==> config.mk <==
export PLATFORM = sky130hd
export DESIGN_NAME = i2c_master_register_engine_unit
export DESIGN_NICKNAME = d
export VERILOG_FILES = /design/src/hdl/i2cm_pkg.sv /design/src/hdl/i2cm_front.sv /design/src/hdl/i2cm_back.sv /design/src/hdl/i2c_master_register_engine_unit.sv
export SDC_FILE = /design/constraint.sdc
export NUM_CORES = 1
export LEC_CHECK = 0
export BUFFER_PORTS_ARGS = -buffer_cell sky130_fd_sc_hd__buf_2
export CORE_ASPECT_RATIO = 0.8
export CORE_MARGIN = 5
export CORE_UTILIZATION = 38
export CTS_BUF_LIST = sky130_fd_sc_hd__clkbuf_8
export DETAILED_ROUTE_END_ITERATION = 8
export GPL_TIMING_DRIVEN = 0
export PLACE_DENSITY = 0.66
export SETUP_SLACK_MARGIN = 0.15
export SLEW_MARGIN = 10
export SYNTH_ARGS = -nofsm -noshare
export SYNTH_HDL_FRONTEND = slang
export SYNTH_SLANG_ARGS = --single-unit
==> constraint.sdc <==
create_clock -name i_clk -period 6.3 [get_ports i_clk]
set_clock_uncertainty 0.2 [all_clocks]
set_input_delay 0.63 -clock i_clk [delete_from_list [all_inputs] [get_ports i_clk]]
set_output_delay 0.63 -clock i_clk [all_outputs]
set_load 0.02 [all_outputs]
==> src/hdl/i2cm_pkg.sv <==
`default_nettype none
// ----------------------------------------------------------------------------
// i2cm_pkg
// shared types and constants of the i2c master register engine
// ----------------------------------------------------------------------------
package i2cm_pkg;

    localparam int unsigned MAX_BURST_DEF     = 16;
    localparam int unsigned RECOVERY_LIMIT_DEF = 9;
    localparam int unsigned IN_W  = 32;
    localparam int unsigned OUT_W = 16;

    typedef enum logic [1:0] {
        CMD_NONE    = 2'd0,
        CMD_WRITE   = 2'd1,
        CMD_READ    = 2'd2,
        CMD_RECOVER = 2'd3
    } t_cmd;

    typedef enum logic [4:0] {
        PH_IDLE, PH_ST_SETUP, PH_ST_HIGH, PH_ST_FALL,
        PH_TX_LOW, PH_TX_HIGH, PH_TA_LOW, PH_TA_HIGH,
        PH_RX_LOW, PH_RX_HIGH, PH_MA_LOW, PH_MA_HIGH,
        PH_SP_LOW, PH_SP_HIGH, PH_SP_RISE, PH_RC_HIGH, PH_RC_LOW
    } t_phase;

    // one classified slot handed from front to back
    typedef struct packed {
        t_cmd       cmd;
        logic [7:0] dev;
        logic [7:0] rega;
        logic [7:0] data;
        logic [6:0] cnt;
        logic       sda;
    } t_slot;

    // one result item
    typedef struct packed {
        logic       last_byte;
        logic [7:0] rd_byte;
        logic       byte_valid;
        logic       ack_ok;
        logic       done_res;
        logic       busy_res;
        logic       sda_release;
        logic       scl_level;
    } t_res;

endpackage
`default_nettype wire

==> src/hdl/i2cm_front.sv <==
`default_nettype none
// ----------------------------------------------------------------------------
// i2cm_front
// unpacks an input slot, clamps the read count and queues it for the sequencer
// ----------------------------------------------------------------------------
module i2cm_front
    import i2cm_pkg::*;
#(
    parameter int unsigned MAX_BURST = MAX_BURST_DEF
) (
    input  wire logic             i_clk,
    input  wire logic             i_rst_n,
    input  wire logic             i_valid,
    output logic                  o_ready,
    input  wire logic [1:0]       i_user,
    input  wire logic [IN_W-1:0]  i_data,
    output logic                  o_valid,
    input  wire logic             i_ready,
    output t_slot                 o_slot
);
    // two-entry queue
    t_slot r_q [2];
    logic  r_wp, r_rp;
    logic [1:0] r_cnt;
    t_slot w_slot;
    logic [4:0] w_rc;
    logic w_push, w_pop;

    always_comb begin
        w_slot.cmd  = t_cmd'(i_user);
        w_slot.dev  = i_data[7:0];
        w_slot.rega = i_data[15:8];
        w_slot.data = i_data[23:16];
        w_rc        = i_data[28:24];
        w_slot.sda  = i_data[29];
        if (w_rc == 5'd0)
            w_slot.cnt = 7'd1;
        else if (7'(w_rc) > 7'(MAX_BURST))
            w_slot.cnt = 7'(MAX_BURST);
        else
            w_slot.cnt = 7'(w_rc);
    end

    assign o_ready = (r_cnt != 2'd2);
    assign o_valid = (r_cnt != 2'd0);
    assign o_slot  = r_q[r_rp];
    assign w_push  = i_valid && o_ready;
    assign w_pop   = o_valid && i_ready;

    always_ff @(posedge i_clk) begin
        if (w_push) r_q[r_wp] <= w_slot;
        if (!i_rst_n) begin
            r_wp <= 1'b0; r_rp <= 1'b0; r_cnt <= 2'd0;
        end else begin
            if (w_push) r_wp <= ~r_wp;
            if (w_pop)  r_rp <= ~r_rp;
            r_cnt <= r_cnt + 2'(w_push) - 2'(w_pop);
        end
    end
endmodule
`default_nettype wire

==> src/hdl/i2cm_back.sv <==
`default_nettype none
// ----------------------------------------------------------------------------
// i2cm_back
// bus phase sequencer, one slot per cycle while the result stage is not stalled, with a registered result stage
// ----------------------------------------------------------------------------
module i2cm_back
    import i2cm_pkg::*;
#(
    parameter int unsigned RECOVERY_LIMIT = RECOVERY_LIMIT_DEF
) (
    input  wire logic  i_clk,
    input  wire logic  i_rst_n,
    input  wire logic  i_valid,
    output logic       o_ready,
    input  wire t_slot i_slot,
    output logic       o_valid,
    input  wire logic  i_ready,
    output t_res       o_res,
    output t_phase     o_phase
);
    t_phase r_ph, n_ph;
    logic [3:0] r_bit, n_bit;
    logic [4:0] r_byte, n_byte;
    logic [7:0] r_sh, n_sh;
    t_cmd r_cmd, n_cmd;
    logic [7:0] r_dev, n_dev, r_reg, n_reg, r_dat, n_dat;
    logic [6:0] r_rem, n_rem;
    logic [3:0] r_rcp, n_rcp;
    logic r_nack, n_nack;
    logic r_ov;
    t_res r_res, w_res;
    logic w_go;
    logic [7:0] w_tx;
    logic sda;

    assign o_ready = !r_ov || i_ready;
    assign w_go    = i_valid && o_ready;
    assign o_valid = r_ov;
    assign o_res   = r_res;
    assign o_phase = r_ph;
    assign sda     = i_slot.sda;

    always_comb begin
        case (r_byte)
            5'd0: w_tx = r_dev;
            5'd1: w_tx = r_reg;
            default: w_tx = (r_cmd == CMD_WRITE) ? r_dat : r_dev + 8'd1;
        endcase
    end

    // next state
    always_comb begin
        n_ph = r_ph; n_bit = r_bit; n_byte = r_byte; n_sh = r_sh; n_cmd = r_cmd;
        n_dev = r_dev; n_reg = r_reg; n_dat = r_dat; n_rem = r_rem;
        n_rcp = r_rcp; n_nack = r_nack;
        case (r_ph)
            PH_IDLE: if (i_slot.cmd != CMD_NONE) begin
                n_rem = i_slot.cnt; n_cmd = i_slot.cmd; n_dev = i_slot.dev;
                n_reg = i_slot.rega; n_dat = i_slot.data; n_bit = '0;
                n_byte = '0; n_sh = '0; n_nack = 1'b0; n_rcp = '0;
                n_ph = (i_slot.cmd == CMD_RECOVER) ? PH_RC_HIGH : PH_ST_SETUP;
            end
            PH_ST_SETUP: n_ph = PH_ST_HIGH;
            PH_ST_HIGH:  n_ph = PH_ST_FALL;
            PH_ST_FALL: begin
                n_sh = w_tx; n_bit = '0; n_ph = PH_TX_LOW;
            end
            PH_TX_LOW: n_ph = PH_TX_HIGH;
            PH_TX_HIGH: begin
                n_sh = {r_sh[6:0], 1'b0};
                if (r_bit == 4'd7) begin
                    n_bit = '0; n_ph = PH_TA_LOW;
                end else begin
                    n_bit = r_bit + 4'd1; n_ph = PH_TX_LOW;
                end
            end
            PH_TA_LOW: n_ph = PH_TA_HIGH;
            PH_TA_HIGH: begin
                if (sda) begin
                    n_nack = 1'b1; n_ph = PH_SP_LOW;
                end else begin
                    n_byte = r_byte + 5'd1;
                    if (r_cmd == CMD_WRITE) begin
                        if (r_byte < 5'd2) begin
                            n_ph = PH_TX_LOW;
                            n_sh = (r_byte == 5'd0) ? r_reg : r_dat;
                        end else n_ph = PH_SP_LOW;
                    end else if (r_byte == 5'd0) begin
                        n_sh = r_reg; n_ph = PH_TX_LOW;
                    end else if (r_byte == 5'd1) begin
                        n_ph = PH_ST_SETUP;
                    end else begin
                        n_sh = '0; n_bit = '0; n_ph = PH_RX_LOW;
                    end
                end
            end
            PH_RX_LOW: n_ph = PH_RX_HIGH;
            PH_RX_HIGH: begin
                n_sh = {r_sh[6:0], sda};
                if (r_bit == 4'd7) begin
                    n_bit = '0; n_ph = PH_MA_LOW;
                end else begin
                    n_bit = r_bit + 4'd1; n_ph = PH_RX_LOW;
                end
            end
            PH_MA_LOW: n_ph = PH_MA_HIGH;
            PH_MA_HIGH: begin
                if (r_rem <= 7'd1) begin
                    n_rem = '0; n_ph = PH_SP_LOW;
                end else begin
                    n_rem = r_rem - 7'd1; n_sh = '0; n_ph = PH_RX_LOW;
                end
            end
            PH_SP_LOW:  n_ph = PH_SP_HIGH;
            PH_SP_HIGH: n_ph = PH_SP_RISE;
            PH_SP_RISE: n_ph = PH_IDLE;
            PH_RC_HIGH: begin
                if (sda) n_rcp = 4'(RECOVERY_LIMIT);
                else if (r_rcp != 4'd15) n_rcp = r_rcp + 4'd1;
                n_ph = PH_RC_LOW;
            end
            PH_RC_LOW: n_ph = (r_rcp >= 4'(RECOVERY_LIMIT)) ? PH_SP_LOW : PH_RC_HIGH;
            default: n_ph = PH_IDLE;
        endcase
    end

    // outputs of this slot
    always_comb begin
        w_res = '0;
        w_res.scl_level = 1'b1; w_res.sda_release = 1'b1; w_res.busy_res = 1'b1;
        case (r_ph)
            PH_IDLE: w_res.busy_res = (i_slot.cmd != CMD_NONE);
            PH_ST_HIGH, PH_TA_HIGH, PH_RC_HIGH: ;
            PH_ST_SETUP, PH_TA_LOW, PH_RX_LOW, PH_RC_LOW: w_res.scl_level = 1'b0;
            PH_ST_FALL: w_res.sda_release = 1'b0;
            PH_TX_LOW: begin
                w_res.scl_level = 1'b0; w_res.sda_release = r_sh[7];
            end
            PH_TX_HIGH: w_res.sda_release = r_sh[7];
            PH_RX_HIGH: if (r_bit == 4'd7) begin
                w_res.byte_valid = 1'b1;
                w_res.rd_byte    = {r_sh[6:0], sda};
                w_res.last_byte  = (r_rem <= 7'd1);
            end
            PH_MA_LOW: begin
                w_res.scl_level = 1'b0; w_res.sda_release = (r_rem <= 7'd1);
            end
            PH_MA_HIGH: w_res.sda_release = (r_rem <= 7'd1);
            PH_SP_LOW: begin
                w_res.scl_level = 1'b0; w_res.sda_release = 1'b0;
            end
            PH_SP_HIGH: w_res.sda_release = 1'b0;
            PH_SP_RISE: begin
                w_res.busy_res = 1'b0; w_res.done_res = 1'b1; w_res.ack_ok = !r_nack;
            end
            default: w_res.busy_res = 1'b0;
        endcase
    end

    always_ff @(posedge i_clk) begin
        if (!i_rst_n) begin
            r_ph <= PH_IDLE; r_ov <= 1'b0; r_bit <= '0; r_byte <= '0; r_sh <= '0;
            r_cmd <= CMD_NONE; r_dev <= '0; r_reg <= '0; r_dat <= '0; r_rem <= '0;
            r_rcp <= '0; r_nack <= 1'b0;
        end else begin
            if (w_go) begin
                r_ph <= n_ph;
                r_bit <= n_bit; r_byte <= n_byte; r_sh <= n_sh; r_cmd <= n_cmd;
                r_dev <= n_dev; r_reg <= n_reg; r_dat <= n_dat; r_rem <= n_rem;
                r_rcp <= n_rcp; r_nack <= n_nack;
                r_ov <= 1'b1;
            end else if (i_ready) begin
                r_ov <= 1'b0;
            end
        end
    end

    // result stage data, qualified by r_ov
    always_ff @(posedge i_clk) begin
        if (w_go) r_res <= w_res;
    end
endmodule
`default_nettype wire

==> src/hdl/i2c_master_register_engine_unit.sv <==
`default_nettype none
// ----------------------------------------------------------------------------
// i2c_master_register_engine_unit
// i2c master register engine stepped one bus time slot per transfer
// ----------------------------------------------------------------------------
//  channel   dir  fields (low bit up)
//  s_axis    in   tuser: func; tdata: dev_addr, reg_addr, wr_byte, read_count,
//                 sda_level
//  m_axis    out  tdata: scl_level, sda_release, busy_res, done_res, ack_ok,
//                 byte_valid, rd_byte; tlast: last_byte
//
// one transfer in gives one transfer out; while m_axis is not stalled
// the sustained rate is one transfer per cycle
// the path runs through the front queue, then the registered result stage
// i_rst_n is synchronous and returns the sequencer to idle with queues empty
// a stall on m_axis fills the result stage and then the two-entry queue
// before s_axis_tready drops
module i2c_master_register_engine_unit
    import i2cm_pkg::*;
#(
    parameter int unsigned MAX_BURST      = MAX_BURST_DEF,
    parameter int unsigned RECOVERY_LIMIT = RECOVERY_LIMIT_DEF
) (
    input  wire logic             i_clk,
    input  wire logic             i_rst_n,
    input  wire logic             s_axis_tvalid,
    output logic                  s_axis_tready,
    // func[1:0]
    input  wire logic [1:0]       s_axis_tuser,
    // dev_addr[7:0] reg_addr[15:8] wr_byte[23:16] read_count[28:24]
    // sda_level[29], zero padded
    input  wire logic [IN_W-1:0]  s_axis_tdata,
    output logic                  m_axis_tvalid,
    input  wire logic             m_axis_tready,
    // last_byte
    output logic                  m_axis_tlast,
    // scl_level, sda_release, busy_res, done_res, ack_ok, byte_valid,
    // rd_byte[13:6], zero padded
    output logic [OUT_W-1:0]      m_axis_tdata
);
    t_slot  w_slot;
    logic   w_qv, w_qr;
    t_res   w_res;
    t_phase w_ph;

    // front: unpack and queue
    i2cm_front #(.MAX_BURST(MAX_BURST)) u_front (
        .i_clk(i_clk), .i_rst_n(i_rst_n),
        .i_valid(s_axis_tvalid), .o_ready(s_axis_tready), .i_user(s_axis_tuser),
        .i_data(s_axis_tdata),
        .o_valid(w_qv), .i_ready(w_qr), .o_slot(w_slot)
    );

    // back: phase sequencer
    i2cm_back #(.RECOVERY_LIMIT(RECOVERY_LIMIT)) u_back (
        .i_clk(i_clk), .i_rst_n(i_rst_n),
        .i_valid(w_qv), .o_ready(w_qr), .i_slot(w_slot),
        .o_valid(m_axis_tvalid), .i_ready(m_axis_tready), .o_res(w_res),
        .o_phase(w_ph)
    );

    assign m_axis_tdata = {2'b00, w_res.rd_byte, w_res.byte_valid,
                           w_res.ack_ok, w_res.done_res, w_res.busy_res,
                           w_res.sda_release, w_res.scl_level};
    assign m_axis_tlast = w_res.last_byte;

    // a finished command is never reported busy
    a_done_idle: assert property (@(posedge i_clk) disable iff (!i_rst_n)
        m_axis_tvalid && w_res.done_res |-> !w_res.busy_res)
        else $error("done with busy");
    // ack status only shown with done
    a_ok_done: assert property (@(posedge i_clk) disable iff (!i_rst_n)
        m_axis_tvalid && w_res.ack_ok |-> w_res.done_res)
        else $error("ack_ok without done");
    // the sequencer leaves the final stop slot only to idle
    a_stop_idle: assert property (@(posedge i_clk) disable iff (!i_rst_n)
        w_ph == PH_SP_RISE && w_qv && w_qr |=> w_ph == PH_IDLE)
        else $error("stop not followed by idle");
endmodule
`default_nettype wire
### Word level (Yosys, flattened, before mapping)

Memories as Yosys holds them, arrays and structs flattened. A register that Yosys moved wholly into a read port is not among the register bits.
Cells that the tools add are included.

* register bits: 80
* latch bits: 0
* bits in writable memories: 68
* memory bits (read-only): 0
* input bits: 38
* word-level logic and storage cells: 155
* memories kept: 1

* add/sub/neg operators: 7
* multipliers: 0
* divide/modulo/power cells: 0
* $lt $le $gt $ge: 4
* eq/ne operators: 32
* shift-type cells: 0
* multiplexer cells: 55
* bitwise operators: 2
* reduce and logical (&&, ||, !) cells: 31

Memories
* u_front.r_q: depth 2, bits a word 34, read ports 1, clocked after memory_dff 1, write ports 1, line i2cm_front.sv:22 `t_slot r_q [2];`

Operators by type and width (count)
* 5-bit case mux with 16 select lines: 1
* 8-bit two-way mux: 9
* 8-bit case mux with 6 select lines: 1
* 4-bit two-way mux: 11
* 5-bit by 4-bit equality test with 1-bit output, second input constant: 8
* 5-bit two-way mux: 7
* 7-bit two-way mux: 3
* 5-bit by 3-bit equality test with 1-bit output, second input constant: 4
* 4-bit case mux with 4 select lines: 1
* 8-bit case mux with 2 select lines: 1
* 5-bit logical NOT: 3
* 15-bit OR reduction: 1
* 7-bit case mux with 2 select lines: 1
* 7-bit AND reduction: 2
* 2-bit inequality test, second input constant: 6
* 4-bit AND reduction: 3
* 2-bit nonzero test: 6
* 1-bit two-way mux: 11
* 5-bit by 1-bit equality test with 1-bit output, second input constant: 2
* 5-bit by 2-bit equality test with 1-bit output, second input constant: 2
* 5-bit case mux with 2 select lines: 1
* 4-bit by 1-bit adder with 4-bit output, second input constant: 2
* 8-bit by 1-bit adder with 8-bit output, second input constant: 1
* 4-bit case mux with 2 select lines: 1
* other kinds (32): 43

### Longest topological paths before layout

* depth after elaboration: 6
* gate-level depth with buffers: 11
* gate-level depth less buffers: 9

### Hierarchy

Synthesis repeated with hierarchy kept, for this count alone.

* cells, all modules: 695
* area, all modules: 7076.8 um2

By module, submodules not included
* i2cm_back: times used 1, cells an instance 553, area an instance 4420.5 um2, sequential area each 1671.6 um2
* i2cm_front: times used 1, cells an instance 139, area an instance 2637.5 um2, sequential area each 2021.9 um2
* i2c_master_register_engine_unit: times used 1, cells an instance 3, area an instance 18.8 um2, sequential area each 0.0 um2

### Least setup slack after synthesis

OpenSTA, ideal clock, no wires.

* kind: in2reg
* from: input port s_axis_tvalid
* to: memory u_front.r_q[0][0] (netlist name), enable pin
* library setup time: 421 ps
* arrival time: 2078 ps
* required time: 5679 ps
* slack: 3601 ps
* cell stages on the path: 2
* buffers on the path: 0
* cell sequence: nand2_1 > nor2_1

* longest elaborated chain between the ends: 3

Ends and longest elaborated chain
* start: declaration: line i2c_master_register_engine_unit.sv:26 `input wire logic s_axis_tvalid,`
* 1-bit logical AND: line i2cm_front.sv:47 `assign w_push = i_valid && o_ready;`
* 1-bit two-way mux: line i2cm_front.sv:51 `if (w_push) r_q[r_wp] <= w_slot;`
* 1-bit two-way mux (not written as such): line i2cm_front.sv:51
* end: declaration: line i2cm_front.sv:22

Every way passes these cells.

### Worst setup path after layout

* from: register u_back.r_ov (netlist: u_back.o_valid)
* to: register u_back.r_ph[0] (netlist: u_back.o_phase[0])

* longest elaborated chain between the ends: 4

Ends and longest elaborated chain
* start: declaration: line i2cm_back.sv:30 `logic r_ov;`
* start signal: assignment: line i2cm_back.sv:162 `r_ph <= PH_IDLE; r_ov <= 1'b0; r_bit <= '0; r_byte <= '0; r_sh <= '0;`
* start signal: assignment: line i2cm_back.sv:171 `r_ov <= 1'b1;`
* start signal: assignment: line i2cm_back.sv:173 `r_ov <= 1'b0;`
* 1-bit logical NOT: line i2cm_back.sv:36 `assign o_ready = !r_ov || i_ready;`
* 1-bit logical OR: line i2cm_back.sv:36
* 1-bit logical AND: line i2cm_back.sv:37 `assign w_go = i_valid && o_ready;`
* net u_back.w_go: line i2cm_back.sv:32 `logic w_go;`
* 2-bit AND reduction (no line)
* end signal: assignment: line i2cm_back.sv:167 `r_ph <= n_ph;`
* end: declaration: line i2cm_back.sv:21 `t_phase r_ph, n_ph;`

The timed path passes the listed nets, and every way through them passes these cells.
A chain may end at the register's enable or synchronous reset.

==> qor.yml <==
placement:
  port_buffers: 52
  gp_congestion: 0.953
  dp_worst_setup_slack_ps: 3200
  post-place-cells: 975
  dp_hpwl_microns: 12400
worst_setup_path:
  path_max_fanout: 25
  slowest_delay_ps: 510
  path_class: "reg -> reg"
  required_ps: 6500
  worstSetupEndpointType: "flop"
  path_cells: "nor2b_1 > or2_1 > clkbuf_1 > inv_2 > buf_2 > o211ai_1 > nor4_1 > o31a_1"
  crit_arrival_ps: 2960
  crit_path_start_kind: "flop"
  worst_path_max_delay_cell: "buf_2"
  crit_family: "buffers and inverters"
  worst-path-buf-inv: 3
cts:
  clock_path_buffers: 2
  clkTransAtPathRegs_ps: 90
  cts_tree: "built"
  cts_buffers: 17
  htree_levels: 4
  hold_buffers: 0
  cts.repair.resized: 0
  cts_setup_buffers: 0
  cts.sinks: 145
  clk_latency_ps: 460
  cts.root.buffer_cell: "clkbuf_8"
grt:
  grt_pass1_vias: 5167
  grtUsageTotal: 0.162
  gr-usage-met2: 0.218
  use_met3: 0.0398
  met1_usage: 0.249
  antenna_found_initial: 0
  grt_max_degree: 33
  grt_overflow: 0
  top_usage_layer: "met1"
  grt_pass1_wl_microns: 27800
job:
  cap_violations: 0
synth:
  synthCells: 668
  seq_area_frac_synth: 0.516
  synth_edf_count: 79
  ys_types: 85
  syn_area_sq_um: 7160
  synth-async-reset-ratio: 0
  synth-seq-cells: 145
  ys.flop_type: "edfxtp_1"
  syn_avg_cell_area_sq_um: 10.7
  synth_warnings: 0
pwr:
  pwr-share-clk: 0.198
  p_int_w: 0.00212
  swShare: 0.408
  p_leak_nw: 2.84
  peakVddDrop_mv: 0.190
  power_density_nw_per_um2: 439
  p_seq_frac: 0.404
  power.total_w: 0.00358
  p_comb_frac: 0.399
  switchingPower_w: 0.00146
floorplanning:
  chipHeight_microns: 133
  die_w_microns: 163
  die-area_sq_um: 21700
  io_pins: 57
  core-area_sq_um: 18300
  std_cell_rows: 44
  initial_utilization: 0.391
sta:
  drv_slew: 0
  fin_setup_tns_ps: 0
  rsz0062_at_grt: "false"
  final_hold_viol_count: 0
  maxSlewHeadroom: 0.478
  fmax_mhz: 362
  worstMarginPinSlew_ps: 783
  period_share: 0.438
  setup_viol_count_final: 0
  period_minus_slack_ps: 2760
  fin_ws_ps: 3540
detailed_routing:
  drt_iter0_markers: 433
  drc_errors: 0
  final_antenna_net_count: 0
  drt_pass1_iterations: 5
  vias: 5515
  drt-total-wl_microns: 17100
  vias_per_cell: 5.48
  wl_per_cell_microns: 17.0
finish:
  largest_reg_flops: 64
  num_antenna_cells: 0
  utilization: 0.445
  instances_no_fill: 1007
  drive_gt1_frac: 0.198
  regMostFlops: "u_front.r_q"
  area.growth.synth_to_final_pct: 13.8
  nNetsFinal: 791
  nFillCells: 1768
  mostFrequentLayoutCells: "edfxtp_1 (79), dfxtp_1 (66), buf_2 (65), nor2_1 (57), mux2i_1 (37)"
  final_common_cell: "edfxtp_1"
worst_hold_path:
  worstHoldPathType: "in -> reg"
run_status:
  status: "finished, final reports clean"
[through the flow]
stage	hold WS, ps	instance area [sq um]
final	154	8150
after global routing	136	8150
after CTS	129	8150
after detailed placement	260	7770
after global placement	251	7740
after floorplan	228	7170
[worst register-to-register path, delay by kind of cell, from the launching register on]
kind	cells	cell delay (ps)
buf+inv	3	820
simple gates	3	780
compound gates	2	610
flops	1	310
[worst paths after layout]
path	startpoint	endpoint	slack (ps)	cells past startpoint
setup / recovery	u_back.o_valid$_SDFFE_PN0P_	u_back.o_phase[0]$_SDFFE_PN0P_	3540	8
hold / removal	s_axis_tdata[10]	u_front.r_q[0][16]$_DFFE_PP_	150	1
setup reg to reg	u_back.o_valid$_SDFFE_PN0P_	u_back.o_phase[0]$_SDFFE_PN0P_	3540	8
hold reg to reg	u_back.r_bit[3]$_SDFFE_PN0P_	u_back.r_bit[3]$_SDFFE_PN0P_	270	1
[kinds of logic (layout without fill, tap and decap cells)]
kind of cell,after synthesis,after routing,synth area share
compound gates,168,168,0.172
mux,39,39,0.0552
simple gates,224,224,0.177
fa+ha+maj,12,12,0.0210
buf+inv,68,153,0.0445
flops,145,145,0.516
xor+xnor,11,11,0.0135
other cells,1,2,0.000524
[Yosys cell counts (all sizes together), types with 3 or more instances]
| cell | count | share of area |
|---|---|---|
| edfxtp | 79 | 0.33 |
| dfxtp | 66 | 0.18 |
| nor2 | 59 | 0.031 |
| mux2i | 38 | 0.054 |
| nand2 | 38 | 0.021 |
| a211oi | 37 | 0.043 |
| nor3 | 28 | 0.025 |
| a21oi | 27 | 0.019 |
| clkbuf | 25 | 0.013 |
| o21ai | 23 | 0.016 |
| buf | 22 | 0.020 |
| inv | 21 | 0.011 |
| nand3 | 17 | 0.013 |
| a22oi | 14 | 0.015 |
| a31oi | 14 | 0.012 |
| and3 | 14 | 0.013 |
| ha | 12 | 0.021 |
| nor4 | 9 | 0.010 |
| or3 | 9 | 0.0079 |
| nand4 | 7 | 0.0070 |
| o22ai | 7 | 0.0070 |
| o31ai | 7 | 0.0073 |
| and2 | 6 | 0.0052 |
| nor2b | 6 | 0.0052 |
| xor2 | 6 | 0.0073 |
| a221oi | 5 | 0.0070 |
| or4 | 5 | 0.0058 |
| xnor2 | 5 | 0.0061 |
| and3b | 4 | 0.0049 |
| nand2b | 4 | 0.0045 |
| nor4b | 4 | 0.0087 |
| or2 | 4 | 0.0035 |
| a2111oi | 3 | 0.0047 |
| a311oi | 3 | 0.0063 |
| a32oi | 3 | 0.0037 |
| nand3b | 3 | 0.0031 |
| nor3b | 3 | 0.0038 |
| o211ai | 3 | 0.0031 |
[power groups by stage]
stage               logic, W  clock network (W)  registers, W
global placement     0.00139                  0       0.00146
floorplan            0.00103                  0       0.00144
finish               0.00143           0.000707       0.00144
global route         0.00158           0.000763       0.00147
detailed placement   0.00141                  0       0.00146
CTS                  0.00142           0.000728       0.00144
[layout make-up]
type / instances / area (sq um) / area share
Sequential cell: 145 / 3690 / 0.453
Clock buffer: 18 / 248 / 0.0304
Inverter: 21 / 78.8 / 0.00967
Timing Repair Buffer: 53 / 280 / 0.0344
Clock inverter: 14 / 131 / 0.0161
Buffer: 47 / 240 / 0.0295
Tap cell: 253 / 317 / 0.0388
Multi-Input combinational cell: 456 / 3160 / 0.388
[per-layer routing]
metal / share of wire / vias up
met3: 0.085 / 20
met1: 0.50 / 2598
met4: 0.015 / 0
met2: 0.40 / 226
li1: - / 2671
met5: 0 / -
(Power assumes the default switching activity.)
